<file path="config.mk">
export PLATFORM = sky130hd
export DESIGN_NAME = ac_rms_envelope_detector_unit
export DESIGN_NICKNAME = d
export VERILOG_FILES = /design/src/rtl/acrms_pkg.sv /design/src/rtl/ac_rms_envelope_detector_unit.sv
export SDC_FILE = /design/constraint.sdc
export NUM_CORES = 2
export LEC_CHECK = 0
export BUFFER_PORTS_ARGS = -buffer_cell sky130_fd_sc_hd__clkbuf_2
export CAP_MARGIN = 10
export CORE_MARGIN = 2
export CORE_UTILIZATION = 65
export CTS_BUF_LIST = sky130_fd_sc_hd__clkbuf_8
export DETAILED_ROUTE_END_ITERATION = 16
export PLACE_DENSITY_LB_ADDON = 0.12
export SYNTH_ARGS = -nofsm -noshare
export SYNTH_HDL_FRONTEND = slang
export SYNTH_SLANG_ARGS = --single-unit
</file>
<file path="constraint.sdc">
create_clock -name clk -period 32.6 [get_ports clk]
set_input_delay 6.52 -clock clk [delete_from_list [all_inputs] [get_ports clk]]
set_output_delay 6.52 -clock clk [all_outputs]
set_load 0.02 [all_outputs]
</file>
<file path="src/rtl/acrms_pkg.sv">
// acrms_pkg: shared constants and types for the ac rms envelope detector
// no dependencies; used by ac_rms_envelope_detector_unit
`timescale 1ns / 1ps

package acrms_pkg;

  localparam int SAMPLE_BITS = 12;
  localparam int FRAC_BITS   = 16;
  localparam int WEIGHT_BITS = 16;
  localparam int STAGES      = 4;
  localparam int STG_W       = $clog2(STAGES);

  // baseline and power state widths
  localparam int BASE_W = SAMPLE_BITS + FRAC_BITS;
  localparam int POW_W  = 2 * SAMPLE_BITS + FRAC_BITS;

  // average datapath
  localparam int DIFF_W = POW_W + 1;
  localparam int PROD_W = DIFF_W + WEIGHT_BITS + 1;
  localparam int SQ_W   = 2 * BASE_W;

  // square root: radicand has 2*ROOT_FRAC fraction bits
  localparam int ROOT_FRAC = 8;
  localparam int RAD_W     = 2 * SAMPLE_BITS + 2 * ROOT_FRAC;
  localparam int ROOT_W    = RAD_W / 2;
  localparam int CNT_W     = $clog2(ROOT_W);

  // ports
  localparam int SAMPLE_W    = 12;
  localparam int OUT_W       = 20;
  localparam int IN_TDATA_W  = 16;
  localparam int OUT_TDATA_W = 24;
  localparam int CFG_ADDR_W  = 1;
  localparam int CFG_DATA_W  = 16;

  localparam logic [CFG_ADDR_W-1:0] REG_BASELINE_WEIGHT = 1'b0;
  localparam logic [CFG_ADDR_W-1:0] REG_POWER_WEIGHT    = 1'b1;

  localparam logic [WEIGHT_BITS-1:0] WEIGHT_RESET = 16'd656;

  typedef enum logic [2:0] {
    ST_IDLE,
    ST_MUL,
    ST_UPD,
    ST_SQR,
    ST_PIN,
    ST_ROOT,
    ST_DONE
  } state_t;

endpackage

</file>
<file path="src/rtl/ac_rms_envelope_detector_unit.sv">
// ac_rms_envelope_detector_unit: baseline removal, power smoothing and rms root
// depends on acrms_pkg
`timescale 1ns / 1ps

// channel   direction  content
// in_       slave      tdata[11:0] sample
// out_      master     tdata[19:0] rms_level
// cfg_      write      addr 0 baseline_weight, addr 1 power_weight
//
// one transaction at a time: each sample takes eight read-multiply-update passes over the
// stage memories (a read-multiply state and an update state each), with the squaring of the
// ac part (square and load states) after the fourth pass, then the bit-serial square root
// and a load of the output register.
// reset clears stage valid bits at once, so stages read as zero until written.
// a finished result waits in the output register while the next sample runs;
// the next result waits in its last state until the output register is free.

module ac_rms_envelope_detector_unit (
  input  logic                                   clk,
  input  logic                                   rst_n,
  input  logic                                   in_tvalid,
  output logic                                   in_tready,
  input  logic [acrms_pkg::IN_TDATA_W-1:0]       in_tdata,   // [11:0] sample
  output logic                                   out_tvalid,
  input  logic                                   out_tready,
  output logic [acrms_pkg::OUT_TDATA_W-1:0]      out_tdata,  // [19:0] rms_level
  input  logic                                   cfg_we,
  input  logic [acrms_pkg::CFG_ADDR_W-1:0]       cfg_addr,
  input  logic [acrms_pkg::CFG_DATA_W-1:0]       cfg_wdata
);

  localparam int BASE_W = acrms_pkg::BASE_W;
  localparam int POW_W  = acrms_pkg::POW_W;
  localparam int STG_W  = acrms_pkg::STG_W;
  localparam int WB     = acrms_pkg::WEIGHT_BITS;
  localparam int FB     = acrms_pkg::FRAC_BITS;
  localparam int ROOT_W = acrms_pkg::ROOT_W;
  localparam int RAD_W  = acrms_pkg::RAD_W;
  localparam int CNT_W  = acrms_pkg::CNT_W;

  // stage memories
  logic [BASE_W-1:0] base_mem [acrms_pkg::STAGES];
  logic [POW_W-1:0]  pow_mem  [acrms_pkg::STAGES];
  logic [acrms_pkg::STAGES-1:0] base_vld_r, pow_vld_r;
  logic [BASE_W-1:0] base_rd_r;
  logic [POW_W-1:0]  pow_rd_r;
  logic              base_rdv_r, pow_rdv_r;

  logic              rd_en;
  logic [STG_W:0]    rd_stg;
  logic              wr_en;

  acrms_pkg::state_t state_r, state_nxt;
  logic [STG_W:0]    stg_r, stg_nxt;
  logic [WB-1:0]     bw_r, pw_r;
  logic [BASE_W-1:0] xs_r, xs_nxt;
  logic [POW_W-1:0]  x_r, x_nxt;
  logic [POW_W-1:0]  y_r, y_nxt;
  logic signed [acrms_pkg::PROD_W-1:0] prod_r, prod_nxt;
  logic [BASE_W-1:0] mag_r, mag_nxt;
  logic [acrms_pkg::SQ_W-1:0] sq_r, sq_nxt;
  logic [RAD_W-1:0]  v_r, v_nxt;
  logic [ROOT_W+1:0] rem_r, rem_nxt;
  logic [ROOT_W-1:0] root_r, root_nxt;
  logic [CNT_W-1:0]  cnt_r, cnt_nxt;
  logic              out_valid_r, out_valid_nxt;
  logic [acrms_pkg::OUT_W-1:0] out_data_r, out_data_nxt;

  // combinational helpers
  logic [POW_W-1:0]  y_cur;
  logic [WB-1:0]     w_cur;
  logic signed [acrms_pkg::DIFF_W-1:0] diff;
  logic signed [acrms_pkg::PROD_W-1:0] prod_rnd;
  logic signed [acrms_pkg::PROD_W-1:0] step;
  logic [POW_W-1:0]  ynew;
  logic [BASE_W-1:0] yb;
  logic [acrms_pkg::SQ_W:0] sq_rnd;
  logic [POW_W+2*acrms_pkg::ROOT_FRAC-1:0] rad_wide;
  logic [ROOT_W+1:0] rem_sh, trial;

  assign in_tready  = (state_r == acrms_pkg::ST_IDLE);
  assign out_tvalid = out_valid_r;
  assign out_tdata  = {{(acrms_pkg::OUT_TDATA_W - acrms_pkg::OUT_W){1'b0}}, out_data_r};

  always_comb begin
    y_cur = stg_r[STG_W] ? (pow_rdv_r ? pow_rd_r : '0)
                         : (base_rdv_r ? POW_W'(base_rd_r) : '0);
    w_cur = stg_r[STG_W] ? pw_r : bw_r;
    diff  = $signed({1'b0, x_r}) - $signed({1'b0, y_cur});
    prod_rnd = prod_r + $signed(acrms_pkg::PROD_W'(1) <<< (WB - 1));
    step  = prod_rnd >>> WB;
    ynew  = y_r + step[POW_W-1:0];
    yb    = ynew[BASE_W-1:0];
    sq_rnd = {1'b0, sq_r} + ((acrms_pkg::SQ_W + 1)'(1) << (FB - 1));
    rad_wide = {ynew, {(2 * acrms_pkg::ROOT_FRAC){1'b0}}};
    rem_sh = {rem_r[ROOT_W-1:0], v_r[RAD_W-1 -: 2]};
    trial  = {root_r, 2'b01};
  end

  always_comb begin
    state_nxt     = state_r;
    stg_nxt       = stg_r;
    xs_nxt        = xs_r;
    x_nxt         = x_r;
    y_nxt         = y_r;
    prod_nxt      = prod_r;
    mag_nxt       = mag_r;
    sq_nxt        = sq_r;
    v_nxt         = v_r;
    rem_nxt       = rem_r;
    root_nxt      = root_r;
    cnt_nxt       = cnt_r;
    out_valid_nxt = out_valid_r && !out_tready;
    out_data_nxt  = out_data_r;
    rd_en         = 1'b0;
    rd_stg        = stg_r + 1'b1;
    wr_en         = 1'b0;

    unique case (state_r)
      acrms_pkg::ST_IDLE: begin
        if (in_tvalid) begin
          xs_nxt    = {in_tdata[acrms_pkg::SAMPLE_BITS-1:0], {FB{1'b0}}};
          x_nxt     = POW_W'({in_tdata[acrms_pkg::SAMPLE_BITS-1:0], {FB{1'b0}}});
          stg_nxt   = '0;
          rd_en     = 1'b1;
          rd_stg    = '0;
          state_nxt = acrms_pkg::ST_MUL;
        end
      end
      acrms_pkg::ST_MUL: begin
        y_nxt     = y_cur;
        prod_nxt  = diff * $signed({1'b0, w_cur});
        rd_en     = (stg_r != {(STG_W + 1){1'b1}});
        state_nxt = acrms_pkg::ST_UPD;
      end
      acrms_pkg::ST_UPD: begin
        wr_en   = 1'b1;
        x_nxt   = ynew;
        stg_nxt = stg_r + 1'b1;
        if (stg_r == (STG_W + 1)'(acrms_pkg::STAGES - 1)) begin
          mag_nxt   = (xs_r >= yb) ? (xs_r - yb) : (yb - xs_r);
          state_nxt = acrms_pkg::ST_SQR;
        end else if (stg_r == {(STG_W + 1){1'b1}}) begin
          v_nxt     = rad_wide[FB +: RAD_W];
          rem_nxt   = '0;
          root_nxt  = '0;
          cnt_nxt   = CNT_W'(ROOT_W - 1);
          state_nxt = acrms_pkg::ST_ROOT;
        end else begin
          state_nxt = acrms_pkg::ST_MUL;
        end
      end
      acrms_pkg::ST_SQR: begin
        sq_nxt    = mag_r * mag_r;
        state_nxt = acrms_pkg::ST_PIN;
      end
      acrms_pkg::ST_PIN: begin
        x_nxt     = sq_rnd[FB +: POW_W];
        state_nxt = acrms_pkg::ST_MUL;
      end
      acrms_pkg::ST_ROOT: begin
        v_nxt = {v_r[RAD_W-3:0], 2'b00};
        if (rem_sh >= trial) begin
          rem_nxt  = rem_sh - trial;
          root_nxt = {root_r[ROOT_W-2:0], 1'b1};
        end else begin
          rem_nxt  = rem_sh;
          root_nxt = {root_r[ROOT_W-2:0], 1'b0};
        end
        cnt_nxt = cnt_r - 1'b1;
        if (cnt_r == '0) begin
          state_nxt = acrms_pkg::ST_DONE;
        end
      end
      acrms_pkg::ST_DONE: begin
        if (!out_valid_r || out_tready) begin
          out_valid_nxt = 1'b1;
          out_data_nxt  = acrms_pkg::OUT_W'(root_r);
          state_nxt     = acrms_pkg::ST_IDLE;
        end
      end
      default: begin
        state_nxt = acrms_pkg::ST_IDLE;
      end
    endcase
  end

  // control and configuration
  always_ff @(posedge clk) begin
    if (!rst_n) begin
      state_r     <= acrms_pkg::ST_IDLE;
      stg_r       <= '0;
      out_valid_r <= 1'b0;
      base_vld_r  <= '0;
      pow_vld_r   <= '0;
      bw_r        <= acrms_pkg::WEIGHT_RESET;
      pw_r        <= acrms_pkg::WEIGHT_RESET;
    end else begin
      state_r     <= state_nxt;
      stg_r       <= stg_nxt;
      out_valid_r <= out_valid_nxt;
      if (wr_en) begin
        if (stg_r[STG_W]) begin
          pow_vld_r[stg_r[STG_W-1:0]] <= 1'b1;
        end else begin
          base_vld_r[stg_r[STG_W-1:0]] <= 1'b1;
        end
      end
      if (cfg_we) begin
        unique case (cfg_addr)
          acrms_pkg::REG_BASELINE_WEIGHT: bw_r <= cfg_wdata[WB-1:0];
          acrms_pkg::REG_POWER_WEIGHT:    pw_r <= cfg_wdata[WB-1:0];
          default: ;
        endcase
      end
    end
  end

  // datapath registers
  always_ff @(posedge clk) begin
    xs_r       <= xs_nxt;
    x_r        <= x_nxt;
    y_r        <= y_nxt;
    prod_r     <= prod_nxt;
    mag_r      <= mag_nxt;
    sq_r       <= sq_nxt;
    v_r        <= v_nxt;
    rem_r      <= rem_nxt;
    root_r     <= root_nxt;
    cnt_r      <= cnt_nxt;
    out_data_r <= out_data_nxt;
  end

  // stage memories, one read port and one write port each
  always_ff @(posedge clk) begin
    if (wr_en) begin
      if (stg_r[STG_W]) begin
        pow_mem[stg_r[STG_W-1:0]] <= ynew;
      end else begin
        base_mem[stg_r[STG_W-1:0]] <= yb;
      end
    end
    if (rd_en) begin
      if (rd_stg[STG_W]) begin
        pow_rd_r  <= pow_mem[rd_stg[STG_W-1:0]];
        pow_rdv_r <= pow_vld_r[rd_stg[STG_W-1:0]];
      end else begin
        base_rd_r  <= base_mem[rd_stg[STG_W-1:0]];
        base_rdv_r <= base_vld_r[rd_stg[STG_W-1:0]];
      end
    end
  end

endmodule

</file>
After elaboration in Yosys (flattened, before gate mapping) --
Memory sizes are Yosys's and may differ from the RTL's. A register that Yosys moved wholly into a read port is not among the register bits. Cells that the tools add are included.
Operators by class: $lt $le $gt $ge 5, muxes and demuxes 48, reduce and logical (&&, ||, !) cells 23, $add $sub $neg 9, bitwise gates (word level) 5, $mul 2, eq/ne operators 14
Operator list (number):
- 40-bit 2-to-1 mux | 5
- 40-bit one-hot mux with 3 select lines | 1
- 20-bit 2-to-1 mux | 5
- 20-bit one-hot mux with 2 select lines | 2
- 40-bit one-hot mux with 2 select lines | 1
- 56-bit by 16-bit adder with 56-bit output, second input constant | 1
- 56-bit by 17-bit adder with 56-bit output, second input constant | 1
- 28-bit by 28-bit multiplier with 56-bit output | 1
- 41-bit by 17-bit multiplier with 56-bit output | 1
- 28-bit 2-to-1 mux | 2
- 28-bit subtractor | 2
- 40-bit by 40-bit subtractor with 41-bit output | 1
- 40-bit adder | 1
- 28-bit greater-or-equal comparator | 1
- 3-bit 2-to-1 mux | 8
- 22-bit greater-or-equal comparator | 1
- 2-bit AND reduction | 11
- 3-bit one-hot mux with 7 select lines | 1
- 20-bit subtractor | 1
- 16-bit 2-to-1 mux | 1
- 1-bit 2-to-1 mux | 14
- 3-bit equality test, second input constant | 4
- 5-bit 2-to-1 mux | 2
- 2-bit inequality test, second input constant | 5
- 22 further kinds | 33
Storage, ports and cells: bits in writable memories 272, flip-flop bits (word level) 386, output and inout port bits 26, input bits 38, memories 2
Memory list:
- pow_mem | words 4, width 40, rd ports 1, clocked after Yosys merged registers in 1, wr ports 1, line ac_rms_envelope_detector_unit.sv:43 | logic [POW_W-1:0] pow_mem [acrms_pkg::STAGES];
- base_mem | words 4, width 28, rd ports 1, clocked after Yosys merged registers in 1, wr ports 1, line ac_rms_envelope_detector_unit.sv:42 | logic [BASE_W-1:0] base_mem [acrms_pkg::STAGES];

Logic depth before layout (Yosys ltp) --
depth after elaboration 5, mapped depth 46, depth with buffers taken out 40

Least setup slack after synthesis --
No wires, ideal clock.
path type register to register, start point register pow_rdv_r, end point register prod_r[44] in the netlist's numbering (data pin), period minus slack after synthesis 10.394 ns, buffers on the path 4, arrival time 10.128 ns, setup time 0.266 ns, required time 32.334 ns, stages on the path, launching flop included 42, slack 22.206 ns, cell sequence edfxtp_1 > buf_6 > and2_1 > buf_6 > buf_6 > clkbuf_1 > a22o_1 > ha_1 > inv_1 > fa_1 > a31oi_1 > o31ai_1 > a211oi_1 > nor4b_1 > or2_2 > maj3_1 > maj3_1 > a21oi_1 > [... 6 more ...] > inv_1 > fa_1 > fa_1 > inv_1 > fa_1 > inv_1 > ha_1 > and3_1 > nand3_1 > o31ai_1 > a41oi_1 > o21ai_0 > a21oi_1 > o31ai_1 > o211ai_1 > and3_1 > nor3_1 > xor2_1
On the way: word-level cells in the longest chain between the ends 4
RTL lines:
- start, declared | line ac_rms_envelope_detector_unit.sv:47 | logic base_rdv_r, pow_rdv_r;
- start signal, assigned | line ac_rms_envelope_detector_unit.sv:246 | pow_rdv_r <= pow_vld_r[rd_stg[STG_W-1:0]];
- 40-bit 2-to-1 mux (2 in a row) | line ac_rms_envelope_detector_unit.sv:86 | y_cur = stg_r[STG_W] ? (pow_rdv_r ? pow_rd_r : '0)
- named net y_cur[0] | line ac_rms_envelope_detector_unit.sv:70 | logic [POW_W-1:0] y_cur;
- 40-bit by 40-bit subtractor with 41-bit output | line ac_rms_envelope_detector_unit.sv:89 | diff = $signed({1'b0, x_r}) - $signed({1'b0, y_cur});
- 41-bit by 17-bit multiplier with 56-bit output | line ac_rms_envelope_detector_unit.sv:132 | prod_nxt = diff * $signed({1'b0, w_cur});
- end signal, assigned | line ac_rms_envelope_detector_unit.sv:224 | prod_r <= prod_nxt;
- end, declared | line ac_rms_envelope_detector_unit.sv:59 | logic signed [acrms_pkg::PROD_W-1:0] prod_r, prod_nxt;
The timed path passes the listed nets, and every way through them passes these cells. A chain may end at the register's enable or synchronous reset.

Worst setup path in the final report --
start point register stg_r[2], end point register prod_r[44] in the netlist's numbering (data pin)
On the way: word-level cells in the longest chain between the ends 3, elaborated cells on any way between the ends 4, classes of those cells add/sub (1); mul (1); mux (2)
RTL lines:
- start, declared | line ac_rms_envelope_detector_unit.sv:54 | logic [STG_W:0] stg_r, stg_nxt;
- start signal, assigned | line ac_rms_envelope_detector_unit.sv:200 | stg_r <= stg_nxt;
- 40-bit 2-to-1 mux | line ac_rms_envelope_detector_unit.sv:86
- named net y_cur[0] | line ac_rms_envelope_detector_unit.sv:70
- 40-bit by 40-bit subtractor with 41-bit output | line ac_rms_envelope_detector_unit.sv:89
- 41-bit by 17-bit multiplier with 56-bit output | line ac_rms_envelope_detector_unit.sv:132
The timed path passes the listed nets, and every way through them passes these cells.

==> flow_summary.ini <==
[routing]
top_layer = met4
antenna_left = 0
wl_per_cell_um = 21.5
dr.pass1.iters = 6
drcViolationCount = 0
vias = 53700
dr_wl_met3_mm = 17.7
drt_iter0_markers = 4588
wl_met1_mm = 78.4
via_per_inst = 5.83
routed_wl_mm = 198
wl_met2_mm = 93.0

[hold_path]
hp-class = reg -> reg

[sta]
fin_hold_ws_ps = 448
finalSetupTns_ps = 0
setup_viol = 0
slew_headroom_pct = 13.5
worstMarginPinSlew_ps = 1290
final-max-slew-violation-count = 0
rsz0062_at_grt = no
final_hold_viol_count = 0
fmax_mhz = 78.9
period_share_pct = 38.9
final.min_clock_period_ps = 12680
skew_ps = 73.1

[worst_setup_path]
cpMostUsedCell = fa_1
start_kind = flop
critPathRequiredTime_ps = 33110
crit_fanout = 26
cpPeakStageDelay_ps = 800
cp_slowest_cell = xor2_1
rrSetupSlack_ps = 19920
arrival_ps = 13190
worst-setup-path-type = reg -> reg
crit_family = adder cells
crit_buf_inv = 6
critPathCaptureType = flop

[floorplanning]
die-area_sq_um = 120000
fp.dieW_um = 346
core_region_area_sq_um = 116000
placementRows = 125
ioPinCount = 64
die_h_um = 346
start_util_pct = 65.6

[clocking]
cts_sinks = 696
cts_tree = done
ctsResizeCount = 0
clk_path_buf_depth = 3
post_cts_buffers = 0
numCtsBuffers = 111
clk_transition_reported_paths_ps = 70
holdBufCountCts = 0
cts-htree-levels = 3
clkLatencyLatePin_ps = 800
root_buffer = clkbuf_8

[yosys]
synth_edf_count = 649
synth_cells = 7574
ys_ff_latch = 696
synth-main-ff-cell = edfxtp_1
synthArstFlopShare_pct = 0
syn_area_per_cell_sq_um = 10.1
ys.warnings.count = 0
synth_area_sq_um = 76200
synth.distinct_cells = 96
synth_seq_area_share_pct = 26.8

[final_layout]
regArea_sq_um = 20400
syn_to_final_growth_pct = 5.87
drive_gt1_share_pct = 5.74
layout.nets = 9278
nFillCells = 8862
multi_input_area_sq_um = 48800
final_cell_count_no_fill = 9207

[place]
portBuffers = 55
gp_congestion = 0.933
dpl.hpwl_mm = 149
dp_cells = 8992

[grt]
grt_pass1_vias = 55900
grt_max_degree = 95
grt_pass1_wl_mm = 313
grt_usage_pct = 34.1
antenna_found_initial = 4
gr-total-overflow = 0

[outcome]
status = finished clean

[run]
drv_cap = 0
[cell usage in the layout (no fill, tap or decap), types with 39 or more instances in the layout]
master	instances
xor2_1	104
a211oi_1	86
inv_1	1603
clkbuf_8	115
nand2b_1	43
nand3_1	83
a31oi_1	107
a21o_1	93
clkbuf_2	55
and3_1	39
xnor2_1	202
nand2_1	948
buf_4	123
ha_1	453
o21ai_0	138
a21oi_1	165
edfxtp_1	649
fa_1	1204
nor2_1	470
nor3_1	62
nor2b_1	135
dfxtp_1	45
o21a_1	40
and2_1	200
[metrics by stage]
step	worst slack [ps]	util (%)	instance area (sq um)
final	19920	69.4	80700
after global routing	19210	69.4	80700
after CTS	19980	69.4	80700
after detailed placement	20030	67.4	78300
after global placement	20160	67.4	78300
after floorplan	22210	-	76200
[worst register-to-register path, delay by kind of cell (launching register included)]
| family | cells | cell delay (ps) |
|---|---|---|
| adder cells (fa/ha/maj) | 11 | 4820 |
| AND/OR/NAND/NOR | 8 | 2120 |
| flip-flops | 1 | 630 |
| buffers and inverters | 6 | 930 |
| XOR/XNOR | 2 | 900 |
| AO/OA/AOI/OAI | 13 | 3090 |
[path summary, 6_finish.rpt]
path                                 from             to  depth (start not counted)
worst max-delay path             stg_r[2]     prod_r[44]                         40
worst min-delay path            root_r[2]  out_data_r[2]                          0
worst max register to register   stg_r[2]     prod_r[44]                         40
worst min register to register  root_r[2]  out_data_r[2]                          0
[kinds of logic after synthesis]
family / share of synthesized area [%]
AOI/OAI and AO/OA: 7.66
xor gates and xnor gates: 3.76
adders and majority gates: 39.3
buffers and inverters: 9.33
DFF: 26.8
muxes: 0.685
other: 0.00492
and+or+nand+nor: 12.4
[flip-flops by register name (all words and copies together) (netlist names), 4 cells and up]
name / cells
base_mem: 112
base_rd_r: 28
base_vld_r: 4
bw_r: 16
cnt_r: 5
mag_r: 28
out_data_r: 20
pow_mem: 160
pow_rd_r: 40
pow_vld_r: 4
prod_r: 41
pw_r: 16
rem_r: 20
root_r: 20
sq_r: 41
v_r: 40
x_r: 40
xs_r: 12
y_r: 40
[routing by layer]
| metal | GRT usage, % | vias up |
|---|---|---|
| met5 | 0 | - |
| met2 | 55.2 | 2467 |
| met3 | 6.09 | 488 |
| met1 | 46.0 | 26800 |
| met4 | 13.4 | 0 |
| li1 | - | 23900 |
[area by class of cell]
class,instances,share of cell area [%]
well taps,1524,2.36
flip-flops and latches,696,25.3
inverters,1587,7.38
clock inverters,93,0.949
repair buffers,179,1.50
clock buffers,115,1.96
multi-input cells,5008,60.5
diodes,5,0.0155
[cells in the mapped netlist (17+ instances only)]
library cell | count | area (sq um)
inv_1 | 1577 | 5920
and2_1 | 201 | 1260
dfxtp_1 | 47 | 941
clkbuf_1 | 254 | 953
nand2b_1 | 43 | 269
edfxtp_1 | 649 | 19500
nor2b_1 | 136 | 851
nor3_1 | 63 | 315
o31ai_1 | 17 | 128
a211oi_1 | 86 | 646
or3_1 | 17 | 106
fa_1 | 1204 | 24100
a311oi_1 | 19 | 166
a21boi_0 | 35 | 263
xnor2_1 | 204 | 1790
o21ai_0 | 138 | 691
nand4_1 | 28 | 175
a21o_1 | 93 | 698
o22ai_1 | 20 | 125
nand2_1 | 952 | 3570
o21a_1 | 40 | 300
mux2i_1 | 33 | 330
nand3_1 | 83 | 415
xor2_1 | 104 | 911
a21oi_1 | 165 | 826
nor2_1 | 473 | 1780
ha_1 | 453 | 5670
a31oi_1 | 107 | 669
and3_1 | 43 | 269
Power is left out: the tool's default activity adds up to more than one toggle a clock period on the data nets, which glitch-free logic cannot reach.
